## config.mk

```make
export PLATFORM = sky130hd
export DESIGN_NAME = rom_bank_mapper_with_cart_ram_top_flat
export DESIGN_NICKNAME = d
export VERILOG_FILES = /design/src/hw/rtl/rbm_pkg.sv /design/src/hw/rtl/rbm_req_if.sv /design/src/hw/rtl/rbm_rsp_if.sv /design/src/hw/rtl/rom_bank_mapper_with_cart_ram_top.sv /design/src/flat_wrapper.sv
export VERILOG_INCLUDE_DIRS = /design/src /design/src/hw/rtl
export SDC_FILE = /design/constraint.sdc
export NUM_CORES = 2
export LEC_CHECK = 0
export BUFFER_PORTS_ARGS = -buffer_cell sky130_fd_sc_hd__buf_4
export CORE_ASPECT_RATIO = 0.9
export CORE_MARGIN = 5
export CORE_UTILIZATION = 57
export CTS_CLUSTER_DIAMETER = 120
export DETAILED_ROUTE_END_ITERATION = 16
export PLACE_DENSITY_LB_ADDON = 0.1
export SLEW_MARGIN = 20
export SYNTH_ARGS = -nofsm -noshare
export SYNTH_HDL_FRONTEND = slang
export SYNTH_SLANG_ARGS = --single-unit
```

## constraint.sdc

```tcl
create_clock -name clk -period 8.7 [get_ports clk]
set_input_delay 0.435 -clock clk [delete_from_list [all_inputs] [get_ports clk]]
set_output_delay 0.435 -clock clk [all_outputs]
set_load 0.01 [all_outputs]
```

## src/hw/rtl/rom_bank_mapper_with_cart_ram_top_defines.svh

```systemverilog
// Assertion macros for the ROM bank mapper.
// Included by the top level; depends on signals named clk and rst_n in scope.
`ifndef ROM_BANK_MAPPER_WITH_CART_RAM_TOP_DEFINES_SVH
`define ROM_BANK_MAPPER_WITH_CART_RAM_TOP_DEFINES_SVH

// Same-cycle implication, checked outside reset.
`define RBM_ASSERT_IMPL(lbl, ante, cons) \
    lbl: assert property (@(posedge clk) disable iff (!rst_n) (ante) |-> (cons)) \
        else $error("rom bank mapper: same-cycle check failed");

// Next-cycle implication, checked outside reset.
`define RBM_ASSERT_NEXT(lbl, ante, cons) \
    lbl: assert property (@(posedge clk) disable iff (!rst_n) (ante) |=> (cons)) \
        else $error("rom bank mapper: next-cycle check failed");

`endif

```

## src/hw/rtl/rbm_pkg.sv

```systemverilog
// Shared types and constants of the ROM bank mapper.
// No dependencies; used by the channel interfaces and the top level.
`default_nettype none

package rbm_pkg;

    // Field widths of the bus access and of the decoded result.
    localparam int ADDR_W      = 16;
    localparam int DATA_W      = 8;
    localparam int BANK_W      = 4;
    localparam int BANK_BYTES  = 16384;
    localparam int BANK_OFS_W  = $clog2(BANK_BYTES);
    localparam int MEM_ADDR_W  = BANK_W + BANK_OFS_W;
    localparam int TARGET_W    = 3;

    // Cartridge RAM geometry.
    localparam int RAM_DEPTH   = 512;
    localparam int RAM_AW      = $clog2(RAM_DEPTH);

    // Address map.
    localparam logic [ADDR_W-1:0] BANK_SEL_BASE = 16'h2000;
    localparam logic [ADDR_W-1:0] ROM_WIN_BASE  = 16'h4000;
    localparam logic [ADDR_W-1:0] ROM_WIN_END   = 16'h8000;
    localparam logic [ADDR_W-1:0] CART_BASE     = 16'hA000;
    localparam logic [ADDR_W-1:0] ECHO_BASE     = 16'hE000;
    localparam logic [ADDR_W-1:0] ECHO_END      = 16'hFE00;
    localparam logic [ADDR_W-1:0] RSVD_BASE     = 16'hFEA0;
    localparam logic [ADDR_W-1:0] RSVD_END      = 16'hFEFF;
    localparam logic [ADDR_W-1:0] MIRROR_OFS    = 16'h2000;
    localparam int                SEL_BIT       = 8;

    // Control write data decode.
    localparam logic [3:0] NIBBLE_MASK = 4'hF;
    localparam logic [3:0] RAM_EN_KEY  = 4'hA;
    localparam logic [BANK_W-1:0] BANK_RESET = 4'd1;

    // Access kind.
    localparam logic FUNC_WRITE = 1'b1;

    // Where a decoded access goes.
    typedef enum logic [TARGET_W-1:0] {
        TGT_ROM  = 3'd0,
        TGT_CART = 3'd1,
        TGT_MAIN = 3'd2,
        TGT_CTRL = 3'd3,
        TGT_DROP = 3'd4
    } target_t;

endpackage

`default_nettype wire

```

## src/hw/rtl/rbm_req_if.sv

```systemverilog
// Request channel of the ROM bank mapper: one bus access per item.
// Depends on rbm_pkg for field widths.
`default_nettype none

interface rbm_req_if;
    logic                          valid;
    logic                          ready;
    logic                          func;
    logic [rbm_pkg::ADDR_W-1:0]    access_addr;
    logic [rbm_pkg::DATA_W-1:0]    write_data;

    modport source (output valid, output func, output access_addr, output write_data,
                    input ready);
    modport sink   (input valid, input func, input access_addr, input write_data,
                    output ready);
endinterface

`default_nettype wire

```

## src/hw/rtl/rbm_rsp_if.sv

```systemverilog
// Result channel of the ROM bank mapper: one decoded access per item.
// Depends on rbm_pkg for field widths.
`default_nettype none

interface rbm_rsp_if;
    logic                              valid;
    logic                              ready;
    logic [rbm_pkg::TARGET_W-1:0]      target;
    logic [rbm_pkg::MEM_ADDR_W-1:0]    mem_addr;
    logic                              mirror_valid;
    logic [rbm_pkg::ADDR_W-1:0]        mirror_addr;
    logic [rbm_pkg::DATA_W-1:0]        read_data;

    modport source (output valid, output target, output mem_addr, output mirror_valid,
                    output mirror_addr, output read_data, input ready);
    modport sink   (input valid, input target, input mem_addr, input mirror_valid,
                    input mirror_addr, input read_data, output ready);
endinterface

`default_nettype wire

```

## src/hw/rtl/rom_bank_mapper_with_cart_ram_top.sv

```systemverilog
// ROM bank mapper with 512-byte cartridge RAM, top level.
// Depends on rbm_pkg, rbm_req_if, rbm_rsp_if and the assertion macro header.
//
// Usage:
//   req carries one bus access per item (func, access_addr, write_data); rsp
//   carries one decoded result per item (target, mem_addr, mirror_valid,
//   mirror_addr, read_data). Items flow through an input register and a
//   result register; the result shows valid on rsp as the item moves into
//   the result register. One item is accepted every cycle unless rsp stalls.
//   Control writes (RAM enable, ROM bank) and cartridge RAM writes take
//   effect as the item leaves the input register, so the next item already
//   sees them. Cartridge RAM reads use the registered read port of the RAM.
//   After reset the cartridge RAM is cleared by a pass over all 512 bytes,
//   one byte a cycle; req.ready stays low during that pass. The RAM enable
//   resets to disabled and the ROM bank to 1.
//   When rsp stalls, the result register holds its item and the input
//   register still takes one more; req.ready then drops until rsp moves.
`default_nettype none

`include "rom_bank_mapper_with_cart_ram_top_defines.svh"

module rom_bank_mapper_with_cart_ram_top (
    input  wire logic  clk,
    input  wire logic  rst_n,
    rbm_req_if.sink    req,
    rbm_rsp_if.source  rsp
);

    // Clearing pass counter; the top bit set means the pass is done.
    logic [rbm_pkg::RAM_AW:0]            clr_cnt_reg;
    logic                                clear_active;

    // Input register.
    logic                                s1_valid_reg;
    logic                                s1_func_reg;
    logic [rbm_pkg::ADDR_W-1:0]          s1_addr_reg;
    logic [rbm_pkg::DATA_W-1:0]          s1_data_reg;

    // Mapper state.
    logic                                ram_enable_reg;
    logic                                ram_enable_next;
    logic [rbm_pkg::BANK_W-1:0]          rom_bank_reg;
    logic [rbm_pkg::BANK_W-1:0]          rom_bank_next;

    // Result register.
    logic                                out_valid_reg;
    rbm_pkg::target_t                    out_target_reg;
    logic [rbm_pkg::MEM_ADDR_W-1:0]      out_maddr_reg;
    logic                                out_mvalid_reg;
    logic [rbm_pkg::ADDR_W-1:0]          out_mirror_reg;
    logic                                out_cart_rd_reg;
    logic [rbm_pkg::DATA_W-1:0]          rdata_reg;

    // Cartridge RAM.
    logic [rbm_pkg::DATA_W-1:0]          cart_ram [rbm_pkg::RAM_DEPTH];

    // Decode results of the item in the input register.
    rbm_pkg::target_t                    dec_target;
    logic [rbm_pkg::MEM_ADDR_W-1:0]      dec_maddr;
    logic                                dec_mvalid;
    logic [rbm_pkg::ADDR_W-1:0]          dec_mirror;
    logic                                dec_cart_rd;
    logic                                dec_cart_wr;
    logic                                s1_adv;
    logic                                s1_in_cart;
    logic [rbm_pkg::RAM_AW-1:0]          s1_ridx;
    logic                                ram_we;
    logic [rbm_pkg::RAM_AW-1:0]          ram_waddr;
    logic [rbm_pkg::DATA_W-1:0]          ram_wdata;

    // Handshake: the input register advances when the result register is free.
    assign clear_active = !clr_cnt_reg[rbm_pkg::RAM_AW];
    assign s1_adv       = s1_valid_reg && (!out_valid_reg || rsp.ready);
    assign req.ready    = !clear_active && (!s1_valid_reg || s1_adv);

    // Cartridge RAM window test and index.
    assign s1_in_cart = (s1_addr_reg >= rbm_pkg::CART_BASE)
                     && (s1_addr_reg < rbm_pkg::CART_BASE
                         + rbm_pkg::ADDR_W'(rbm_pkg::RAM_DEPTH));
    assign s1_ridx    = s1_addr_reg[rbm_pkg::RAM_AW-1:0];

    // Decode the access and compute the next mapper state.
    always_comb
    begin
        dec_target      = rbm_pkg::TGT_MAIN;
        dec_maddr       = rbm_pkg::MEM_ADDR_W'(s1_addr_reg);
        dec_mvalid      = 1'b0;
        dec_mirror      = '0;
        dec_cart_rd     = 1'b0;
        dec_cart_wr     = 1'b0;
        ram_enable_next = ram_enable_reg;
        rom_bank_next   = rom_bank_reg;
        if (s1_func_reg != rbm_pkg::FUNC_WRITE)
        begin
            if (s1_addr_reg >= rbm_pkg::ROM_WIN_BASE && s1_addr_reg < rbm_pkg::ROM_WIN_END)
            begin
                dec_target = rbm_pkg::TGT_ROM;
                dec_maddr  = {rom_bank_reg, s1_addr_reg[rbm_pkg::BANK_OFS_W-1:0]};
            end
            else if (s1_in_cart)
            begin
                dec_target  = rbm_pkg::TGT_CART;
                dec_cart_rd = 1'b1;
            end
        end
        else
        begin
            if (s1_addr_reg < rbm_pkg::BANK_SEL_BASE && !s1_addr_reg[rbm_pkg::SEL_BIT])
            begin
                dec_target      = rbm_pkg::TGT_CTRL;
                ram_enable_next = (s1_data_reg[3:0] & rbm_pkg::NIBBLE_MASK)
                               == rbm_pkg::RAM_EN_KEY;
            end
            else if (s1_addr_reg >= rbm_pkg::BANK_SEL_BASE
                     && s1_addr_reg < rbm_pkg::ROM_WIN_BASE)
            begin
                if (s1_addr_reg[rbm_pkg::SEL_BIT])
                begin
                    dec_target = rbm_pkg::TGT_CTRL;
                    // Bank zero selects bank one.
                    if (s1_data_reg[rbm_pkg::BANK_W-1:0] == '0)
                        rom_bank_next = rbm_pkg::BANK_RESET;
                    else
                        rom_bank_next = s1_data_reg[rbm_pkg::BANK_W-1:0];
                end
                else
                begin
                    dec_target = rbm_pkg::TGT_DROP;
                end
            end
            else if (s1_in_cart)
            begin
                dec_target  = rbm_pkg::TGT_CART;
                dec_cart_wr = ram_enable_reg;
            end
            else if (s1_addr_reg >= rbm_pkg::ECHO_BASE && s1_addr_reg < rbm_pkg::ECHO_END)
            begin
                dec_mvalid = 1'b1;
                dec_mirror = s1_addr_reg - rbm_pkg::MIRROR_OFS;
            end
            else if (s1_addr_reg >= rbm_pkg::RSVD_BASE && s1_addr_reg < rbm_pkg::RSVD_END)
            begin
                dec_target = rbm_pkg::TGT_DROP;
            end
        end
    end

    // RAM write port: the clearing pass or an enabled cartridge write.
    assign ram_we    = clear_active || (s1_adv && dec_cart_wr);
    assign ram_waddr = clear_active ? clr_cnt_reg[rbm_pkg::RAM_AW-1:0] : s1_ridx;
    assign ram_wdata = clear_active ? '0 : s1_data_reg;

    // Cartridge RAM with a registered read port.
    always_ff @(posedge clk)
    begin
        if (ram_we)
            cart_ram[ram_waddr] <= ram_wdata;
        if (s1_adv && dec_cart_rd)
            rdata_reg <= cart_ram[s1_ridx];
    end

    // Clearing pass counter.
    always_ff @(posedge clk or negedge rst_n)
    begin
        if (!rst_n)
            clr_cnt_reg <= '0;
        else if (clear_active)
            clr_cnt_reg <= clr_cnt_reg + 1'b1;
    end

    // Control state and stage valid flags.
    always_ff @(posedge clk or negedge rst_n)
    begin
        if (!rst_n)
        begin
            s1_valid_reg   <= 1'b0;
            out_valid_reg  <= 1'b0;
            ram_enable_reg <= 1'b0;
            rom_bank_reg   <= rbm_pkg::BANK_RESET;
        end
        else
        begin
            if (req.valid && req.ready)
                s1_valid_reg <= 1'b1;
            else if (s1_adv)
                s1_valid_reg <= 1'b0;
            if (s1_adv)
                out_valid_reg <= 1'b1;
            else if (rsp.ready)
                out_valid_reg <= 1'b0;
            if (s1_adv)
            begin
                ram_enable_reg <= ram_enable_next;
                rom_bank_reg   <= rom_bank_next;
            end
        end
    end

    // Input and result payload registers.
    always_ff @(posedge clk)
    begin
        if (req.valid && req.ready)
        begin
            s1_func_reg <= req.func;
            s1_addr_reg <= req.access_addr;
            s1_data_reg <= req.write_data;
        end
        if (s1_adv)
        begin
            out_target_reg  <= dec_target;
            out_maddr_reg   <= dec_maddr;
            out_mvalid_reg  <= dec_mvalid;
            out_mirror_reg  <= dec_mirror;
            out_cart_rd_reg <= dec_cart_rd;
        end
    end

    // Result channel.
    assign rsp.valid        = out_valid_reg;
    assign rsp.target       = out_target_reg;
    assign rsp.mem_addr     = out_maddr_reg;
    assign rsp.mirror_valid = out_mvalid_reg;
    assign rsp.mirror_addr  = out_mirror_reg;
    assign rsp.read_data    = out_cart_rd_reg ? rdata_reg : '0;

    // Checks on the mapper's own logic.
    `RBM_ASSERT_IMPL(a_bank_nonzero, 1'b1, rom_bank_reg != '0)
    `RBM_ASSERT_IMPL(a_no_accept_in_clear, clear_active, !req.ready)
    `RBM_ASSERT_IMPL(a_rdata_only_cart, rsp.valid && rsp.target != rbm_pkg::TGT_CART, rsp.read_data == '0)
    `RBM_ASSERT_IMPL(a_mirror_is_main, rsp.valid && rsp.mirror_valid, rsp.target == rbm_pkg::TGT_MAIN)

endmodule

`default_nettype wire

```

## src/flat_wrapper.sv

```systemverilog
// flat-port wrapper written by rule: the top's interface ports become plain ports
module rom_bank_mapper_with_cart_ram_top_flat 
  (clk, rst_n, req_valid, req_func, req_access_addr, req_write_data, req_ready, rsp_valid, rsp_target, rsp_mem_addr, rsp_mirror_valid, rsp_mirror_addr, rsp_read_data, rsp_ready);
  rbm_req_if req_i ();
  rbm_rsp_if rsp_i ();
  input  wire logic clk;
  input  wire logic rst_n;
  input wire logic [$bits(req_i.valid)-1:0] req_valid;
  input wire logic [$bits(req_i.func)-1:0] req_func;
  input wire logic [$bits(req_i.access_addr)-1:0] req_access_addr;
  input wire logic [$bits(req_i.write_data)-1:0] req_write_data;
  output wire logic [$bits(req_i.ready)-1:0] req_ready;
  output wire logic [$bits(rsp_i.valid)-1:0] rsp_valid;
  output wire logic [$bits(rsp_i.target)-1:0] rsp_target;
  output wire logic [$bits(rsp_i.mem_addr)-1:0] rsp_mem_addr;
  output wire logic [$bits(rsp_i.mirror_valid)-1:0] rsp_mirror_valid;
  output wire logic [$bits(rsp_i.mirror_addr)-1:0] rsp_mirror_addr;
  output wire logic [$bits(rsp_i.read_data)-1:0] rsp_read_data;
  input wire logic [$bits(rsp_i.ready)-1:0] rsp_ready;
  assign req_i.valid = req_valid;
  assign req_i.func = req_func;
  assign req_i.access_addr = req_access_addr;
  assign req_i.write_data = req_write_data;
  assign req_ready = req_i.ready;
  assign rsp_valid = rsp_i.valid;
  assign rsp_target = rsp_i.target;
  assign rsp_mem_addr = rsp_i.mem_addr;
  assign rsp_mirror_valid = rsp_i.mirror_valid;
  assign rsp_mirror_addr = rsp_i.mirror_addr;
  assign rsp_read_data = rsp_i.read_data;
  assign rsp_i.ready = rsp_ready;
  rom_bank_mapper_with_cart_ram_top u_core (.clk(clk), .rst_n(rst_n), .req(req_i), .rsp(rsp_i));
endmodule
```

## Yosys cells after proc, flatten, opt, wreduce, memory -nomap -nowiden

Memories as Yosys holds them, arrays and structs flattened. A register that Yosys moved wholly into a read port is not among the register bits.
Cells that the tools add are included.
Widths: inputs -> output; s select.

| cells by class | value |
|---|---|
| bitwise operators | 4 |
| equal/unequal tests | 1 |
| $lt $le $gt $ge | 11 |
| muxes and demuxes | 30 |
| reduce and logical (&&, ||, !) cells | 26 |
| add/subtract/negate cells | 2 |

Operators with widths:

| cell | number |
|---|---|
| $lt 16x16->1 const B | 4 |
| $ge 16x16->1 const B | 3 |
| $mux 16 | 2 |
| $mux 3 | 8 |
| $ge 16x14->1 const B | 1 |
| $ge 16x15->1 const B | 1 |
| $lt 16x14->1 const B | 1 |
| $lt 16x15->1 const B | 1 |
| $mux 8 | 2 |
| $sub 16x14->16 const B | 1 |
| $mux 1 | 14 |
| $logic_and 1x1->1 | 11 |
| $add 10x1->10 const B | 1 |
| $mux 10 | 1 |
| $mux 9 | 1 |
| $reduce_and 5->1 | 1 |
| $reduce_or 5->1 | 1 |
| $eq 4x4->1 const B | 1 |
| $logic_not 1->1 | 4 |
| $logic_not 4->1 | 1 |
| $mux 4 | 1 |
| $not 1->1 | 4 |
| $reduce_bool 2->1 | 2 |
| $reduce_or 4->1 | 1 |
| 4 further kinds | 6 |

| storage, ports and cells | value |
|---|---|
| bits in writable memories | 4096 |
| register bits after elaboration | 81 |
| word-level logic and storage cells | 90 |
| memories kept | 1 |

Memory list:

| memory | words | width | read ports | clocked after memory_dff | write ports | RTL line | RTL |
|---|---|---|---|---|---|---|---|
| u_core.cart_ram | 512 | 8 | 1 | 1 | 1 | rom_bank_mapper_with_cart_ram_top.sv:55 | `logic [rbm_pkg::DATA_W-1:0] cart_ram [rbm_pkg::RAM_DEPTH];` |

## Longest topological paths before layout

| logic depth | value |
|---|---|
| word-level depth | 10 |
| mapped depth | 13 |
| depth with buffers taken out | 8 |

## Worst setup path after synthesis

No wires, ideal clock.

| timing path | value |
|---|---|
| kind | register to register |
| start | register u_core.clr_cnt_reg[9] (netlist bit) |
| end | memory u_core.cart_ram[0][6] (netlist bit), data pin |
| arrival | 7913 ps |
| slack | -752 ps |
| library setup time | 1539 ps |
| data required time | 7161 ps |
| cell stages (with the launch flop) | 6 |
| path through | dfrtp_1 -> clkbuf_1 -> clkbuf_1 -> clkbuf_1 -> clkbuf_1 -> and2_1 |

| between the ends | value |
|---|---|
| longest elaborated chain between the ends | 1 |

Ends and longest elaborated chain:

| element | RTL line | RTL |
|---|---|---|
| from (decl) | rom_bank_mapper_with_cart_ram_top.sv:30 | `logic [rbm_pkg::RAM_AW:0] clr_cnt_reg;` |
| from (signal assigned) | rom_bank_mapper_with_cart_ram_top.sv:168 | `clr_cnt_reg <= clr_cnt_reg + 1'b1;` |
| $mux 8 | rom_bank_mapper_with_cart_ram_top.sv:151 | `assign ram_wdata = clear_active ? '0 : s1_data_reg;` |
| via u_core.ram_wdata (one bit) | rom_bank_mapper_with_cart_ram_top.sv:69 | `logic [rbm_pkg::DATA_W-1:0] ram_wdata;` |
| to (decl) | rom_bank_mapper_with_cart_ram_top.sv:55 |  |

The timed path passes the listed nets, and every way through them passes these cells.

## Final worst setup path

| timing path | value |
|---|---|
| start | register u_core.s1_addr_reg[4] (netlist bit) |
| end | memory u_core.cart_ram[284][5] (netlist bit) (enable) |

| between the ends | value |
|---|---|
| longest elaborated chain between the ends | 10 |
| elaborated cells between the ends (all ways) | 17 |
| classes of those cells | order compare (5); mux (7); reduce/logical (5) |

Ends and longest elaborated chain:

| element | RTL line | RTL |
|---|---|---|
| from (decl) | rom_bank_mapper_with_cart_ram_top.sv:36 | `logic [rbm_pkg::ADDR_W-1:0] s1_addr_reg;` |
| from (signal assigned) | rom_bank_mapper_with_cart_ram_top.sv:205 | `s1_addr_reg <= req.access_addr;` |
| $ge 16x16->1 or $lt 16x16->1 (tied branches) | rom_bank_mapper_with_cart_ram_top.sv:77, rom_bank_mapper_with_cart_ram_top.sv:78 |  |
| $logic_and 1x1->1 | rom_bank_mapper_with_cart_ram_top.sv:78 | `&& (s1_addr_reg < rbm_pkg::CART_BASE` |
| $mux 1 | rom_bank_mapper_with_cart_ram_top.sv:131 | `else if (s1_in_cart)` |
| $mux 1 | rom_bank_mapper_with_cart_ram_top.sv:114 | `else if (s1_addr_reg >= rbm_pkg::BANK_SEL_BASE` |
| $mux 1 | rom_bank_mapper_with_cart_ram_top.sv:108 | `if (s1_addr_reg < rbm_pkg::BANK_SEL_BASE && !s1_addr_reg[rbm_pkg::SEL_BIT])` |
| $mux 1 | rom_bank_mapper_with_cart_ram_top.sv:93 | `if (s1_func_reg != rbm_pkg::FUNC_WRITE)` |
| $logic_and 1x1->1 | rom_bank_mapper_with_cart_ram_top.sv:149 | `assign ram_we = clear_active \|\| (s1_adv && dec_cart_wr);` |
| $logic_or 1x1->1 | rom_bank_mapper_with_cart_ram_top.sv:149 |  |
| $mux 1 | rom_bank_mapper_with_cart_ram_top.sv:156 | `if (ram_we)` |
| $mux 1 (implied by the code) | rom_bank_mapper_with_cart_ram_top.sv:157 | `cart_ram[ram_waddr] <= ram_wdata;` |

Parallel ways exist; a longest one is shown, timed or not.

==> results_tabular.tex <==
\begin{tabular}{lr}
\hline
Metric & Value \\
\hline
\multicolumn{2}{l}{\textbf{Run status}} \\
\quad Status & finished, final reports clean \\
\multicolumn{2}{l}{\textbf{CTS}} \\
\quad CTS Buffer Depth & 4 \\
\quad Total number of H-tree levels & 5 \\
\quad Clock edge transition at the registers on the reported setup and hold paths & 0.07 ns \\
\quad Clock tree from TritonCTS & yes \\
\quad Master cell of the clock root buffer & clkbuf\_16 \\
\quad Sinks on the clock net & 4185 \\
\quad Later-pin clock latency in the skew report & 0.93 ns \\
\quad Number of buffers created by CTS & 405 \\
\multicolumn{2}{l}{\textbf{Synthesis}} \\
\quad Warning count from the yosys run & 0 \\
\quad Synthesized Nets & 7478 \\
\quad Yosys reg bits & 4185 \\
\quad Gate count of the mapped netlist & 7445 \\
\quad Post-synthesis sequential area ratio & 77.6\% \\
\quad Number of enable-type register cells in the synthesized netlist & 4168 \\
\quad Leading register cell type out of synthesis & edfxtp\_1 \\
\quad Post-synthesis cell area & 162000 um2 \\
\quad Synth unique cells & 75 \\
\quad Fraction of registers with async set or reset after synthesis & 0.406\% \\
\quad Post-Synthesis Mean Instance Area & 21.7 um2 \\
\multicolumn{2}{l}{\textbf{Setup path}} \\
\quad Critical Path Sink Type & register \\
\quad Maximum single-stage delay on the critical path & 1.10 ns \\
\quad CP cell instances & buf\_4, or3\_1, nor4\_2, a31o\_2, nand3\_2, o31ai\_4, nand3\_4, buf\_4, nor2\_1 \\
\quad Startpoint kind of the worst setup timing path & register \\
\quad Category of the most critical setup path & register to register \\
\quad Top fanout value on the critical path & 26 \\
\quad Crit-path slowest cell & nand3\_4 \\
\quad Req. time, crit path & 9.21 ns \\
\quad Worst path arrival time & 6.43 ns \\
\quad Worst path most repeated cell & buf\_4 \\
\multicolumn{2}{l}{\textbf{Final layout}} \\
\quad Largest register by flop count & u\_core.cart\_ram \\
\quad Fill cells & 18554 \\
\quad Number of flip-flops under the largest register name & 4096 \\
\quad Count of non-filler cells in the finished layout & 11766 \\
\quad P\&R area growth vs syn & 11.6\% \\
\quad Share of layout cells above drive strength 1 & 25.0\% \\
\quad Post-route design area & 180000 um2 \\
\quad Final core occ & 63.9\% \\
\quad Nets & 7714 \\
\multicolumn{2}{l}{\textbf{Global route}} \\
\quad Vias in the first global route & 79913 \\
\quad Largest net degree at the start of global routing & 188 \\
\quad Initial antenna violation count & 19 \\
\quad Combined global-route utilization of all metal layers & 31.0\% \\
\quad Met1 layer usage reported by global route & 46.4\% \\
\quad Met2 global-route usage & 45.6\% \\
\quad Overflow left after global routing & 0 \\
\quad Met3 capacity usage during global routing & 7.68\% \\
\quad Global-route wire length before repair & 636 mm \\
\quad Most used routing layer & met1 \\
\multicolumn{2}{l}{\textbf{Route}} \\
\quad Vias after detailed routing & 81818 \\
\quad Routed wire length per instance & 38.7 um \\
\quad Wire length reported by the detailed router & 455 mm \\
\quad DRC violation count after routing & 0 \\
\quad Count of routing violations after the opening detailed-route iteration & 12971 \\
\quad Vias per cell & 6.95 \\
\quad Number of nets with antenna violations after routing & 0 \\
\quad First-pass iteration count of the detailed router & 8 \\
\multicolumn{2}{l}{\textbf{Floorplan}} \\
\quad Core area & 282000 um2 \\
\quad Vertical die dimension & 515 um \\
\quad I/O Pins & 77 \\
\quad Standard-cell rows & 185 \\
\quad Starting density of the core & 57.3\% \\
\quad Area of the die & 295000 um2 \\
\quad Die width & 572 um \\
\multicolumn{2}{l}{\textbf{Place}} \\
\quad Last weighted congestion value of the routability-driven placer & 0.889 \\
\quad Detail Placement HPWL & 272 mm \\
\quad Area after detailed placement & 167000 um2 \\
\quad Cell count after placement & 10985 \\
\quad Port Buf Inserts & 76 \\
\multicolumn{2}{l}{\textbf{Timing}} \\
\quad Max transition margin & 17.1\% \\
\quad F\_max & 0.169 GHz \\
\quad Final hold viol count & 0 \\
\quad Skew final & 0.0760 ns \\
\quad Final count of pins violating max slew & 0 \\
\quad Worst slew pin tran & 1.24 ns \\
\quad Final Setup Violations & 0 \\
\quad Setup repair after global routing missed its margin & no \\
\quad Crit path time final & 5.91 ns \\
\quad Hold Worst Slack & 0.244 ns \\
\quad Final worst path period share & 68.0\% \\
\multicolumn{2}{l}{\textbf{Pwr}} \\
\quad Leakage power & 57.3 nW \\
\quad Worst-case vdd ir drop & 0.169 mV \\
\quad Total power of the final layout & 39.5 mW \\
\quad Areal power density over the cells & 219 nW/um2 \\
\multicolumn{2}{l}{\textbf{Worst hold path}} \\
\quad Hold/Removal Path Class & input pin to register \\
\multicolumn{2}{l}{\textbf{Flow run}} \\
\quad Max cap viols & 0 \\
\hline
\end{tabular}
-- power by group --
group,switching (mW),internal [mW],total [mW]
sequential,0.0000985,21.8,21.8
combinational,0.0105,0.0167,0.0272
clock,7.54,10.1,17.6
-- cell families (layout without fill, tap and decap cells) --
| family | Yosys count | count (layout) | share of synthesized area (%) |
|---|---|---|---|
| DFF | 4185 | 4185 | 77.6 |
| muxes | 1230 | 1230 | 15.8 |
| and+or+nand+nor | 1056 | 1056 | 2.87 |
| AOI/OAI and AO/OA | 499 | 499 | 2.21 |
| buffers and inverters | 462 | 1029 | 1.36 |
| xor gates and xnor gates | 9 | 9 | 0.0487 |
| adders and majority gates | 4 | 4 | 0.0309 |
| other | 0 | 14 | 0 |
-- worst paths after layout --
kind	from	end	slack, ns	cells past startpoint
min	req_access_addr[15]	u_core.s1_addr_reg[15]$_DFFE_PP_	0.24	2
max in group asynchronous	rst_n	u_core.clr_cnt_reg[0]$_DFFE_PN0N_	6.79	4
max	u_core.s1_addr_reg[4]$_DFFE_PP_	u_core.cart_ram[284][5]$_DFFE_PP_	2.79	9
min in group asynchronous	rst_n	u_core.rom_bank_reg[0]$_DFFE_PN1P_	0.59	3
min reg2reg	u_core.s1_addr_reg[11]$_DFFE_PP_	u_core.rsp.mem_addr[11]$_DFFE_PP_	0.50	0
max reg2reg	u_core.s1_addr_reg[4]$_DFFE_PP_	u_core.cart_ram[284][5]$_DFFE_PP_	2.79	9
-- worst max-delay path: cells and delay by family, from the launching register on --
family	cells	cell delay (ns)
simple gates	5	3.10
flops	1	0.36
buf+inv	2	0.97
compound gates	2	0.97
-- cells in the mapped netlist (5+ instances only) --
cell	count	area (um2)
edfxtp_1	4168	125000
mux4_2	1063	23900
nor2_1	581	2180
nand2_1	201	754
clkbuf_1	182	683
mux2i_1	160	1600
a22oi_1	156	1170
buf_2	146	731
buf_4	68	510
nand3_1	66	330
a21oi_1	64	320
buf_1	51	191
o22ai_1	50	313
and2_1	41	257
a211oi_1	37	278
nand4_1	30	188
o21ai_0	28	140
nor3_1	25	125
a22o_1	23	201
a221oi_1	21	184
nand2b_1	20	125
a31oi_1	18	113
dfrtp_1	16	400
nor2b_1	16	100
a2111oi_0	13	114
nor4_1	13	81.3
or3_1	12	75.1
and3_1	11	68.8
o221ai_1	11	96.3
o211ai_1	10	75.1
o31ai_1	10	75.1
inv_1	9	33.8
a32oi_1	8	70.1
nor3b_1	8	60.1
a311oi_1	7	61.3
mux2_2	7	78.8
or2_2	7	43.8
o21ai_1	6	30.0
xnor2_1	6	52.6
a211o_1	5	43.8
a31o_2	5	43.8
-- routing by layer --
layer | share of wire [%] | up-vias
met5 | 0.013 | -
met4 | 4.0 | 10
met3 | 12 | 797
met2 | 45 | 5689
met1 | 39 | 43549
li1 | - | 31773
-- per-stage QoR --
| stage | setup slack [ns] | setup TNS [ns] |
|---|---|---|
| 2_1_floorplan | -0.717 | -1825.97 |
| 3_3_place_gp | 2.49 | 0 |
| 3_5_place_dp | 2.90 | 0 |
| 4_1_cts | 2.89 | 0 |
| 5_1_grt | 2.69 | 0 |
| 6_report | 2.79 | 0 |
-- cell usage in the layout, fill, tap and decap left out, types with 13 or more instances in the layout --
| cell | instances |
|---|---|
| buf_12 | 30 |
| diode_2 | 14 |
| clkinv_4 | 13 |
| o22ai_1 | 49 |
| mux4_2 | 1063 |
| dlygate4sd3_1 | 29 |
| a22o_1 | 23 |
| a22oi_1 | 156 |
| edfxtp_1 | 4168 |
| nor2_1 | 573 |
| a31oi_1 | 18 |
| nor3_1 | 22 |
| mux2i_1 | 160 |
| a211oi_1 | 36 |
| nand2_1 | 201 |
| clkbuf_1 | 66 |
| o21ai_0 | 28 |
| clkbuf_16 | 408 |
| nand4_1 | 30 |
| dfrtp_1 | 16 |
| a221oi_1 | 20 |
| clkinvlp_4 | 29 |
| bufinv_16 | 47 |
| buf_4 | 221 |
| a21oi_1 | 63 |
| clkinv_1 | 74 |
| clkinv_2 | 73 |
| and2_1 | 29 |
| nand3_1 | 59 |
-- timing repair --
item | in CTS | in global routing
setup buffers | 0 | 0
resized for setup | 0 | 0
hold buffers | 29 | 0
hold endpoints to repair | 44 | 0
-- area by class of cell --
type	count	area [um2]	area share, %
antenna	14	35.0	0.0194
clock buffer	480	10500	5.84
clock inverter	258	2740	1.52
inverter	11	48.8	0.0270
multi-input combinational	2798	34300	19.0
sequential	4185	126000	69.6
tap	3740	4680	2.59
timing repair buffer	280	2550	1.41
(Power assumes the default switching activity.)
